--- src/rtl/rau_pkg.sv ---
`timescale 1ns / 1ps
// ----------------------------------------------------------------------------
// rau_pkg: shared types and constants of the rational arithmetic unit
// operation codes, payload structs and the default datapath width
// ----------------------------------------------------------------------------
package rau_pkg;

    localparam int DefWidth = 32;

    localparam logic [2:0] KIND_ADD  = 3'd0;
    localparam logic [2:0] KIND_SUB  = 3'd1;
    localparam logic [2:0] KIND_MUL  = 3'd2;
    localparam logic [2:0] KIND_DIV  = 3'd3;
    localparam logic [2:0] KIND_NEG  = 3'd4;

    typedef struct packed {
        logic [2:0]         kind;
        logic signed [31:0] a_num;
        logic signed [31:0] a_den;
        logic signed [31:0] b_num;
        logic signed [31:0] b_den;
    } rau_in_t;

    typedef struct packed {
        logic signed [31:0] res_num;
        logic [30:0]        res_den;
        logic               zero_den;
        logic               overflow;
    } rau_out_t;

endpackage

--- src/rtl/rau_divider.sv ---
`timescale 1ns / 1ps
// ----------------------------------------------------------------------------
// rau_divider: shared restoring divider
// one quotient bit per cycle, gives quotient and remainder of unsigned words
// ----------------------------------------------------------------------------
module rau_divider
    import rau_pkg::*;
#(
    parameter int W = DefWidth
)
(
    input  logic         clk,
    input  logic         rst_n,
    input  logic         go,
    input  logic [W-1:0] dividend,
    input  logic [W-1:0] divisor,
    output logic         done,
    output logic [W-1:0] quot,
    output logic [W-1:0] rem
);

    localparam int CW = $clog2(W + 1);

    logic [W-1:0]  q_reg, r_reg, d_reg;
    logic [CW-1:0] cnt_reg;
    logic          run_reg, done_reg;
    logic [W:0]    trial;

    // shift one dividend bit into the partial remainder and try a subtract
    always_comb
    begin
        trial = {r_reg, q_reg[W-1]} - {1'b0, d_reg};
    end

    always_ff @(posedge clk or negedge rst_n)
    begin
        if (!rst_n)
        begin
            run_reg  <= 1'b0;
            done_reg <= 1'b0;
            cnt_reg  <= '0;
        end
        else
        begin
            done_reg <= 1'b0;
            if (go)
            begin
                run_reg <= 1'b1;
                cnt_reg <= CW'(W);
            end
            else if (run_reg)
            begin
                cnt_reg <= cnt_reg - 1'b1;
                if (cnt_reg == CW'(1))
                begin
                    run_reg  <= 1'b0;
                    done_reg <= 1'b1;
                end
            end
        end
    end

    always_ff @(posedge clk)
    begin
        if (go)
        begin
            q_reg <= dividend;
            r_reg <= '0;
            d_reg <= divisor;
        end
        else if (run_reg)
        begin
            if (!trial[W])
            begin
                r_reg <= trial[W-1:0];
                q_reg <= {q_reg[W-2:0], 1'b1};
            end
            else
            begin
                r_reg <= {r_reg[W-2:0], q_reg[W-1]};
                q_reg <= {q_reg[W-2:0], 1'b0};
            end
        end
    end

    assign done = done_reg;
    assign quot = q_reg;
    assign rem  = r_reg;

endmodule

--- src/rtl/rational_arith_unit.sv ---
`timescale 1ns / 1ps
// ----------------------------------------------------------------------------
// rational_arith_unit: signed rational arithmetic with gcd reduction
// cross or straight multiplies two fractions (none for negate, normalize),
// reduces by a euclid gcd on a shared divider, sign moved to the numerator
// ----------------------------------------------------------------------------
// usage:
//   raise start with a beat on in_data while busy is low; the beat is taken
//   at that edge and busy rises at once
//   the block forms the raw numerator and denominator with one shared
//   multiplier (up to three products, one per cycle), then runs euclid's
//   gcd on one shared restoring divider, one quotient bit per cycle
//   each euclid step is one division on the divider; the gcd needs up to about
//   1.44*WIDTH steps in the worst case and typically a handful, then two
//   more divisions by the gcd give the reduced fraction
//   the time to a result depends on the data: add and subtract form three
//   products and a sum, multiply and divide two products, and negate and
//   normalize none, before the gcd
//   the result beat on out_data is flagged by done, high for exactly one
//   cycle; the receiver cannot stall, so it must take it then
//   busy is already low in the done cycle, so the next beat can be taken at
//   its closing edge; reset clears the sequencer, nothing is left in flight
// ----------------------------------------------------------------------------
module rational_arith_unit
    import rau_pkg::*;
#(
    parameter int WIDTH = DefWidth
)
(
    input  logic     clk,
    input  logic     rst_n,
    input  logic     start,
    input  rau_in_t  in_data,
    output logic     busy,
    output logic     done,
    output rau_out_t out_data
);

    localparam int W = WIDTH;
    localparam logic [W-1:0] TOP = {1'b1, {(W-1){1'b0}}};

    localparam logic [3:0] S_IDLE = 4'd0;
    localparam logic [3:0] S_M0   = 4'd1;
    localparam logic [3:0] S_M1   = 4'd2;
    localparam logic [3:0] S_M2   = 4'd3;
    localparam logic [3:0] S_SUM  = 4'd4;
    localparam logic [3:0] S_PREP = 4'd5;
    localparam logic [3:0] S_GCD  = 4'd6;
    localparam logic [3:0] S_GW   = 4'd7;
    localparam logic [3:0] S_QN   = 4'd8;
    localparam logic [3:0] S_QNW  = 4'd9;
    localparam logic [3:0] S_QDW  = 4'd10;
    localparam logic [3:0] S_OUT  = 4'd11;

    logic [3:0]   state_reg;
    logic [2:0]   kind_reg;
    logic [W-1:0] an_reg, ad_reg, bn_reg, bd_reg;
    logic [W-1:0] p_reg, num_reg, den_reg;
    logic [W-1:0] gx_reg, gy_reg, mn_reg, md_reg, qn_reg;
    logic         ovf_reg, zf_reg, neg_reg;
    logic         done_reg;
    rau_out_t     out_reg;

    // sign extended loads and their range check
    function automatic logic [W-1:0] cut(input logic [31:0] v);
        return W'($signed(v));
    endfunction

    function automatic logic fits(input logic [31:0] v);
        logic [63:0] sv;
        logic [63:0] wv;
        sv = 64'($signed(v));
        wv = 64'($signed(cut(v)));
        return sv == wv;
    endfunction

    function automatic logic [W-1:0] mag(input logic [W-1:0] x);
        return x[W-1] ? (~x + 1'b1) : x;
    endfunction

    // shared multiplier
    logic [W-1:0]     mx, my;
    logic [2*W-1:0]   prod;
    logic             prod_ovf;
    always_comb
    begin
        mx = an_reg;
        my = bd_reg;
        unique case (state_reg)
            S_M0:    begin mx = an_reg; my = (kind_reg == KIND_MUL) ? bn_reg : bd_reg; end
            S_M1:    begin mx = bn_reg; my = ad_reg; end
            default: begin mx = ad_reg; my = (kind_reg == KIND_DIV) ? bn_reg : bd_reg; end
        endcase
        prod     = (2*W)'($signed(mx) * $signed(my));
        prod_ovf = prod != {{W{prod[W-1]}}, prod[W-1:0]};
    end

    // shared divider
    logic         dv_go, dv_done;
    logic [W-1:0] dv_a, dv_b, dv_q, dv_r;

    rau_divider #(.W(W)) u_div (
        .clk      (clk),
        .rst_n    (rst_n),
        .go       (dv_go),
        .dividend (dv_a),
        .divisor  (dv_b),
        .done     (dv_done),
        .quot     (dv_q),
        .rem      (dv_r)
    );

    always_comb
    begin
        dv_go = 1'b0;
        dv_a  = gx_reg;
        dv_b  = gy_reg;
        unique case (state_reg)
            S_GCD:   dv_go = gy_reg != '0;
            S_QN:    begin dv_go = 1'b1; dv_a = mn_reg; dv_b = gx_reg; end
            S_QNW:   begin dv_go = dv_done; dv_a = md_reg; dv_b = gx_reg; end
            default: dv_go = 1'b0;
        endcase
    end

    logic [W-1:0] sum, negq, rn;
    logic         sum_ovf;
    logic [W-1:0] q_sel;
    always_comb
    begin
        q_sel   = (kind_reg == KIND_SUB) ? (~num_reg + 1'b1) : num_reg;
        sum     = p_reg + q_sel;
        sum_ovf = (p_reg[W-1] == q_sel[W-1]) && (sum[W-1] != p_reg[W-1]);
        negq    = ~an_reg + 1'b1;
        rn      = neg_reg ? (~qn_reg + 1'b1) : qn_reg;
    end

    logic [63:0] rn_ext;
    assign rn_ext = 64'($signed(rn));

    always_ff @(posedge clk or negedge rst_n)
    begin
        if (!rst_n)
        begin
            state_reg <= S_IDLE;
            done_reg  <= 1'b0;
        end
        else
        begin
            done_reg <= 1'b0;
            unique case (state_reg)
                S_IDLE:  if (start) state_reg <= S_M0;
                S_M0:    state_reg <= (kind_reg == KIND_NEG || kind_reg > KIND_DIV)
                                      ? S_PREP
                                      : ((kind_reg == KIND_ADD || kind_reg == KIND_SUB)
                                         ? S_M1 : S_M2);
                S_M1:    state_reg <= S_M2;
                S_M2:    state_reg <= (kind_reg == KIND_ADD || kind_reg == KIND_SUB)
                                      ? S_SUM : S_PREP;
                S_SUM:   state_reg <= S_PREP;
                S_PREP:  state_reg <= S_GCD;
                S_GCD:   state_reg <= (gy_reg == '0) ? S_QN : S_GW;
                S_GW:    if (dv_done) state_reg <= S_GCD;
                S_QN:    state_reg <= S_QNW;
                S_QNW:   if (dv_done) state_reg <= S_QDW;
                S_QDW:   if (dv_done) state_reg <= S_OUT;
                S_OUT:
                begin
                    state_reg <= S_IDLE;
                    done_reg  <= 1'b1;
                end
                default: state_reg <= S_IDLE;
            endcase
        end
    end

    always_ff @(posedge clk)
    begin
        unique case (state_reg)
            S_IDLE:
                if (start)
                begin
                    kind_reg <= in_data.kind;
                    an_reg   <= cut(in_data.a_num);
                    ad_reg   <= cut(in_data.a_den);
                    bn_reg   <= cut(in_data.b_num);
                    bd_reg   <= cut(in_data.b_den);
                    ovf_reg  <= !(fits(in_data.a_num) && fits(in_data.a_den)
                                  && fits(in_data.b_num) && fits(in_data.b_den));
                end
            S_M0:
            begin
                if (kind_reg == KIND_NEG)
                begin
                    num_reg <= negq;
                    den_reg <= ad_reg;
                    if (an_reg == TOP) ovf_reg <= 1'b1;
                end
                else if (kind_reg > KIND_DIV)
                begin
                    num_reg <= an_reg;
                    den_reg <= ad_reg;
                end
                else
                begin
                    p_reg   <= prod[W-1:0];
                    num_reg <= prod[W-1:0];
                    if (prod_ovf) ovf_reg <= 1'b1;
                end
            end
            S_M1:
            begin
                // negation of the cross product only overflows at the top value
                num_reg <= prod[W-1:0];
                if (prod_ovf || (kind_reg == KIND_SUB && prod[W-1:0] == TOP))
                    ovf_reg <= 1'b1;
            end
            S_M2:
            begin
                den_reg <= prod[W-1:0];
                if (prod_ovf) ovf_reg <= 1'b1;
            end
            S_SUM:
            begin
                num_reg <= sum;
                if (sum_ovf) ovf_reg <= 1'b1;
            end
            S_PREP:
            begin
                zf_reg  <= den_reg == '0;
                neg_reg <= num_reg[W-1] != ((den_reg == '0) ? 1'b0 : den_reg[W-1]);
                mn_reg  <= mag(num_reg);
                md_reg  <= (den_reg == '0) ? W'(1) : mag(den_reg);
                gx_reg  <= mag(num_reg);
                gy_reg  <= (den_reg == '0) ? W'(1) : mag(den_reg);
            end
            S_GW:
                if (dv_done)
                begin
                    gx_reg <= gy_reg;
                    gy_reg <= dv_r;
                end
            S_QNW:
                if (dv_done) qn_reg <= dv_q;
            S_QDW:
                if (dv_done)
                begin
                    out_reg.res_num  <= rn_ext[31:0];
                    out_reg.res_den  <= 31'(dv_q);
                    out_reg.zero_den <= zf_reg;
                    out_reg.overflow <= ovf_reg
                        || (!neg_reg && qn_reg == TOP)
                        || (rn_ext != {{32{rn_ext[31]}}, rn_ext[31:0]})
                        || dv_q >= TOP
                        || (64'(dv_q) > 64'h7FFF_FFFF);
                end
            default: ;
        endcase
    end

    assign busy     = state_reg != S_IDLE;
    assign done     = done_reg;
    assign out_data = out_reg;

endmodule

--- config.mk ---
export PLATFORM = sky130hd
export DESIGN_NAME = rational_arith_unit
export DESIGN_NICKNAME = d
export VERILOG_FILES = /design/src/rtl/rau_pkg.sv /design/src/rtl/rau_divider.sv /design/src/rtl/rational_arith_unit.sv
export SDC_FILE = /design/constraint.sdc
export NUM_CORES = 2
export LEC_CHECK = 0
export BUFFER_PORTS_ARGS = -buffer_cell sky130_fd_sc_hd__buf_2
export CAP_MARGIN = 15
export CORE_MARGIN = 2
export CORE_UTILIZATION = 50
export CTS_BUF_LIST = sky130_fd_sc_hd__clkbuf_2 sky130_fd_sc_hd__clkbuf_4 sky130_fd_sc_hd__clkbuf_8
export DETAILED_ROUTE_END_ITERATION = 10
export GPL_TIMING_DRIVEN = 0
export MAX_ROUTING_LAYER = met4
export PLACE_DENSITY = 0.78
export SETUP_SLACK_MARGIN = 0.15
export SYNTH_ARGS = -nofsm -noshare
export SYNTH_HDL_FRONTEND = slang
export SYNTH_SLANG_ARGS = --single-unit
--- constraint.sdc ---
create_clock -name clk -period 16.7 [get_ports clk]
set_clock_uncertainty 0.1 [all_clocks]
set_input_delay 0.835 -clock clk [delete_from_list [all_inputs] [get_ports clk]]
set_output_delay 0.835 -clock clk [all_outputs]
set_load 0.01 [all_outputs]
== Word-level counts from Yosys, hierarchy flattened ==
Index checks and enable logic that the tools add are counted.

* Add/subtract/negate cells: 7
* $mul: 1
* Order comparisons: 3
* Equality and inequality tests: 32
* Muxes and demuxes: 53
* Bitwise gates (word level): 6
* Reductions and logical operators: 30

{| class="wikitable"
|+ Operator list
! kind !! number
|-
| $mux 32 || 17
|-
| $pmux 32 s2 || 6
|-
| $add 32x1->32 const B || 4
|-
| $not 32->32 || 4
|-
| $eq 32x32->1 const B || 3
|-
| $pmux 32 s3 || 1
|-
| $logic_not 32->1 || 2
|-
| $mul 32x32->64 || 1
|-
| $pmux 4 s11 || 1
|-
| $sub 33x32->33 || 1
|-
| $add 32x32->32 || 1
|-
| $ge 32x32->1 const B || 1
|-
| $gt 32x31->1 const B || 1
|-
| $ne 32x32->1 || 1
|-
| $reduce_bool 32->1 || 1
|-
| $mux 4 || 5
|-
| $mux 1 || 18
|-
| $eq 4x3->1 const B || 4
|-
| $eq 4x4->1 const B || 4
|-
| $mux 6 || 2
|-
| $reduce_and 2->1 || 5
|-
| $ne 3x3->1 const B || 3
|-
| $eq 4x2->1 const B || 2
|-
| $eq 3x2->1 const B || 2
|-
| 27 further kinds || 42
|}

* Register bits after elaboration: 564
* Input port bits: 134
* Word-level logic and storage cells: 160

== Logic depth before layout (Yosys ltp) ==
* Depth after elaboration: 9
* Gate-level depth with buffers: 42

== Cells and area by module ==
Synthesis repeated with hierarchy kept, for this count alone.

* Cells, all modules: 6420
* Area, all modules: 65158.7 um^2

{| class="wikitable"
|+ By module, submodules not included
! module !! instances !! cells an instance !! area each (um^2) !! seq. area each (um^2)
|-
| rational_arith_unit || 1 || 5826 || 59061.6 || 13788.2
|-
| rau_divider || 1 || 594 || 6097.1 || 2762.6
|}

== Least setup slack after synthesis ==
OpenSTA, ideal clock, no wires.

* Path kind: reg2reg
* From: register state_reg[1]
* To: register ovf_reg, data pin
* Setup time: 0.269 ns
* Data arrival time: 10.094 ns
* Data required time: 16.331 ns
* Path slack: 6.237 ns
* Cell stages (with the launch flop): 34
* Path buffers: 6
* Path through: dfrtp_1 -> clkbuf_1 -> nor2b_1 -> and2_0 -> clkbuf_1 -> clkbuf_1 -> buf_1 -> buf_1 -> a211oi_1 -> nor2_1 -> fa_1 -> inv_1 -> fa_1 -> inv_1 -> fa_1 -> fa_1 -> inv_1 -> fa_1 -> fa_1 -> fa_1 -> fa_1 -> inv_1 -> ha_1 -> clkbuf_1 -> nand2_1 -> or3_1 -> or4_1 -> o21ai_0 -> nand2_1 -> xor2_1 -> o2bb2ai_1 -> a2111oi_0 -> and4b_1 -> a311oi_1

* Cells in the longest elaborated chain, start to end: 8
* Elaborated cells on any way between the ends: 13
* Classes of those cells: mul (1); eq/ne (5); mux (6); reduce/logical (1)

{| class="wikitable"
|+ Ends and longest elaborated chain
! what !! line !! text
|-
| start: declaration || rational_arith_unit.sv:55 || <nowiki>logic [3:0] state_reg;</nowiki>
|-
| start signal: assignment || rational_arith_unit.sv:153 || <nowiki>S_M0: state_reg <= (kind_reg == KIND_NEG || kind_reg > KIND_DIV)</nowiki>
|-
| start signal: assignment || rational_arith_unit.sv:158 || <nowiki>S_M2: state_reg <= (kind_reg == KIND_ADD || kind_reg == KIND_SUB)</nowiki>
|-
| start signal: assignment || rational_arith_unit.sv:162 || <nowiki>S_GCD: state_reg <= (gy_reg == '0) ? S_QN : S_GW;</nowiki>
|-
| $eq 4x2->1 / $eq 4x1->1 (equally long branches) || rational_arith_unit.sv:179 || <nowiki>unique case (state_reg)</nowiki>
|-
| $pmux 32 s2 || n/a ||
|-
| $mul 32x32->64 || n/a ||
|-
| $ne 32x32->1 || n/a ||
|-
| $mux 1 (3 in series) || n/a ||
|-
| $pmux 1 s5 (*) || rational_arith_unit.sv:179 ||
|-
| end signal: assignment || rational_arith_unit.sv:188 || <nowiki>ovf_reg <= !(fits(in_data.a_num) && fits(in_data.a_den)</nowiki>
|-
| end: declaration || rational_arith_unit.sv:60 || <nowiki>logic ovf_reg, zf_reg, neg_reg;</nowiki>
|}

Every way passes the cells marked *; elsewhere a longest branch is shown, timed or not. The select of a mux whose other input is x is not followed.
A chain may end at the register's enable or synchronous reset.

== Worst setup path after layout ==
Ends and elaborated chain as after synthesis.

==> metrics.txt <==
final slew viol count 0; Slowest-stage cell, CP fa_1; Worst Hold Class input pin to flop; XOR/XNOR share of the synthesized area 3.69%; CTS clk-pin slew, worst paths 0.07 ns; critical path's largest stage delay 1.05 ns; worst path required time 17.13 ns; port buffer count 200; register area share after synthesis 26.0%; Arrival @ worst endpoint 14.89 ns; DRC viols 0; clk root buf clkbuf_8; die span in x 361 µm; DRT antenna net count 0; simple-gate share of the synthesized area 14.5%; Compound-Gate Fraction of Synth Area 8.80%; final setup TNS 0 ns; Tcrit/Tclk final 86.6%; RSZ-0062 raised after global routing false; Post-synth EDFFs 519; Startpoint Class flop; Global Route Usage Sum 41.6%; flops & latches, synth 564; max-cap viol count 0; Setup WS post-layout 2.23 ns; LEAKAGE 0.0288 µW; Final Power 4140 µW; IO Count 201; Placer Congestion 1.12; Final min period 14.47 ns; CTS resizes 0; DR pass1 iterations 6; Clock Latency Late Sink 0.82 ns; TritonCTS Sinks 564; die area 130000 µm²; largest net degree at the start of global routing 67; dpl ws 2.69 ns; detailed-route via count 53000; PD cells 59.5 nW/µm²; Post-Route WL 262 mm; dpl hpwl 214 mm; Mean Syn Cell Area 9.88 µm²; total CTS buffers 91; CTS tree built; Starting Density 50.5%; grt ovf 0; H-Tree Depth 3; WL/cell 30.8 µm; Max FO, Critical Path 16; post-synthesis mux area share 1.22%; Worst Setup End Kind flop; CP dominant cell by count fa_1; DP Cell Count 8336; Core Rows 130; antenna violations before repair 13; clock buffer depth 3; Synth async-reset ratio 2.30%; fmax 0.0691 GHz; global-route wire length before repair 373 mm; Cells after Synth 6446; DR vias/cell 6.22; CP Class flop to flop; Yosys warnings 0; Synth Cell Area 63700 µm²; Core ar. 126000 µm²; final setup fails 0; Post-synth top flop edfxtp_1; status finished, final reports clean; Hold Vio Cnt, Final 0; Layout Cells excl Fill 8518; syn nets 7918; Slew @ Worst Pin 1.40 ns; Slew headroom 6.81%; fraction of layout cells with a size suffix above 1 7.23%; DRT iter0 DRCs 6898; Post-Synth Adder-Cell Area 39.1%; vias in the first global route 54200; Synth-to-Final Area Change 9.20%; largest family of logic cells by synthesized area adder cells; Yosys cell types 78; Largest register FFs 65; Final Net Count 8260; chip height 361 µm; Worst VDD drop 75.5 µV
==> where the power goes <==
group / total [µW] / switching, µW / internal (µW)
sequential: 1850 / 127 / 1720
clock: 1270 / 614 / 653
combinational: 1020 / 655 / 365
total: 4140 / 1400 / 2740
==> stage by stage <==
| step | hold WS [ns] | util (%) | instance area, µm² |
|---|---|---|---|
| 6_report | 0.0865 | 55.2 | 69600 |
| 5_1_grt | 0.0846 | 55.2 | 69600 |
| 4_1_cts | 0.0489 | 55.1 | 69400 |
| 3_5_place_dp | 0.310 | 53.6 | 67500 |
| 3_3_place_gp | 0.309 | 53.0 | 66800 |
| 2_1_floorplan | 0.300 | - | 63700 |
==> logic make-up (layout without fill, tap and decap cells) <==
kind of cell | Yosys count | count (layout)
buffers and inverters | 1139 | 1553
adders and majority gates | 1338 | 1338
DFF | 564 | 564
and+or+nand+nor | 2206 | 2206
other | 0 | 8
AOI/OAI and AO/OA | 858 | 858
muxes | 73 | 73
xor gates and xnor gates | 268 | 268
==> what timing repair did <==
item | in CTS | in global routing
buffers inserted | 0 | 0
hold endpoints to repair | 13 | 0
hold buffers | 1 | 0
==> area by class of cell <==
class,count,area (µm²)
timing repair buffer,249,1720
clock buffer,120,1490
fill,11300,56500
buffer,320,1200
sequential,564,16600
inverter,819,3070
antenna,8,20.0
tap,1650,2060
multi-input combinational,4743,43100
clock inverter,45,380
==> final timing paths <==
check / endpoint / depth (start not counted) / slack [ns] / startpoint
max: ovf_reg / 35 / 2.23 / state_reg[1]
min: ad_reg[21] / 1 / 0.09 / in_data[85]
max reg2reg: ovf_reg / 35 / 2.23 / state_reg[1]
min reg2reg: out_data[1] / 0 / 0.32 / zf_reg
max in group asynchronous: u_div.done / 2 / 15.72 / rst_n
min in group asynchronous: done / 2 / 0.42 / rst_n
==> cell usage in the layout (no fill, tap or decap), types with 16 or more instances in the layout <==
| master | synthesis | final |
|---|---|---|
| o31ai_1 | 33 | 33 |
| edfxtp_1 | 519 | 519 |
| or4_1 | 20 | 20 |
| o211ai_1 | 19 | 19 |
| clkbuf_4 | 0 | 27 |
| o21ai_0 | 182 | 182 |
| nand3_1 | 81 | 81 |
| nor3_1 | 52 | 52 |
| buf_1 | 25 | 25 |
| mux2_2 | 34 | 34 |
| a211oi_1 | 52 | 27 |
| nor2_1 | 790 | 787 |
| ha_1 | 254 | 254 |
| o41ai_1 | 19 | 19 |
| a31oi_1 | 61 | 61 |
| dfxtp_1 | 32 | 32 |
| inv_1 | 817 | 817 |
| xnor2_1 | 202 | 202 |
| a21o_1 | 57 | 57 |
| mux2i_1 | 38 | 38 |
| nor4_1 | 25 | 25 |
| buf_2 | 0 | 202 |
| or3_1 | 29 | 29 |
| a21oi_1 | 193 | 193 |
| a211oi_2 | 0 | 21 |
| xor2_1 | 66 | 66 |
| or2_2 | 16 | 16 |
| fa_1 | 1084 | 1084 |
| a211o_1 | 37 | 37 |
| nand2_1 | 1021 | 1021 |
| clkinv_1 | 1 | 20 |
| clkbuf_1 | 295 | 294 |
| clkbuf_8 | 0 | 94 |
| o21a_1 | 20 | 20 |
| nand2b_1 | 17 | 17 |
| nand4_1 | 28 | 28 |
| o21bai_1 | 21 | 21 |
| nor2b_1 | 20 | 20 |
| and2_1 | 43 | 43 |
| a22oi_1 | 83 | 83 |
==> routing by layer <==
metal / track usage, % / wire (µm) / part of all wire, % / vias up
met5: - / 0 / 0 / -
met4: 30.3 / 24800 / 9.4 / 0
met3: 9.66 / 29300 / 11 / 1024
met2: 61.3 / 114000 / 43 / 3680
met1: 50.3 / 94300 / 36 / 26600
li1: - / - / - / 21600
==> Yosys cell counts (all sizes together) (13+ instances only) <==
master,number,area (µm²)
o21a,20,150
fa,1084,21700
ha,254,3180
o21bai,21,158
edfxtp,519,15600
and3,16,100
nor3,52,260
or2,17,106
o21ai,183,916
o41ai,19,166
a211oi,52,390
or4,21,161
nor2b,20,125
o211ai,19,143
dfxtp,32,641
dfrtp,13,325
mux2i,38,380
inv,818,3070
o31ai,33,248
nand4,28,175
nor2,790,2970
buf,25,93.8
nor4,25,156
and2,44,275
a21o,57,428
xnor2,202,1770
a211o,37,324
nand3,81,405
nand2,1022,3840
xor2,66,578
a22oi,83,623
a21oi,193,966
nand2b,17,106
a31oi,61,382
clkbuf,295,1110
mux2,35,398
or3,35,249
==> critical path, delay by kind of cell, from the launching register on <==
| kind | cells | cell delay, ns |
|---|---|---|
| AND/OR/NAND/NOR | 11 | 3.37 |
| AO/OA/AOI/OAI | 4 | 1.25 |
| buffers and inverters | 10 | 3.65 |
| XOR/XNOR | 1 | 0.28 |
| adder cells (fa/ha/maj) | 9 | 5.14 |
| flip-flops | 1 | 0.32 |
(Power assumes the default switching activity.)
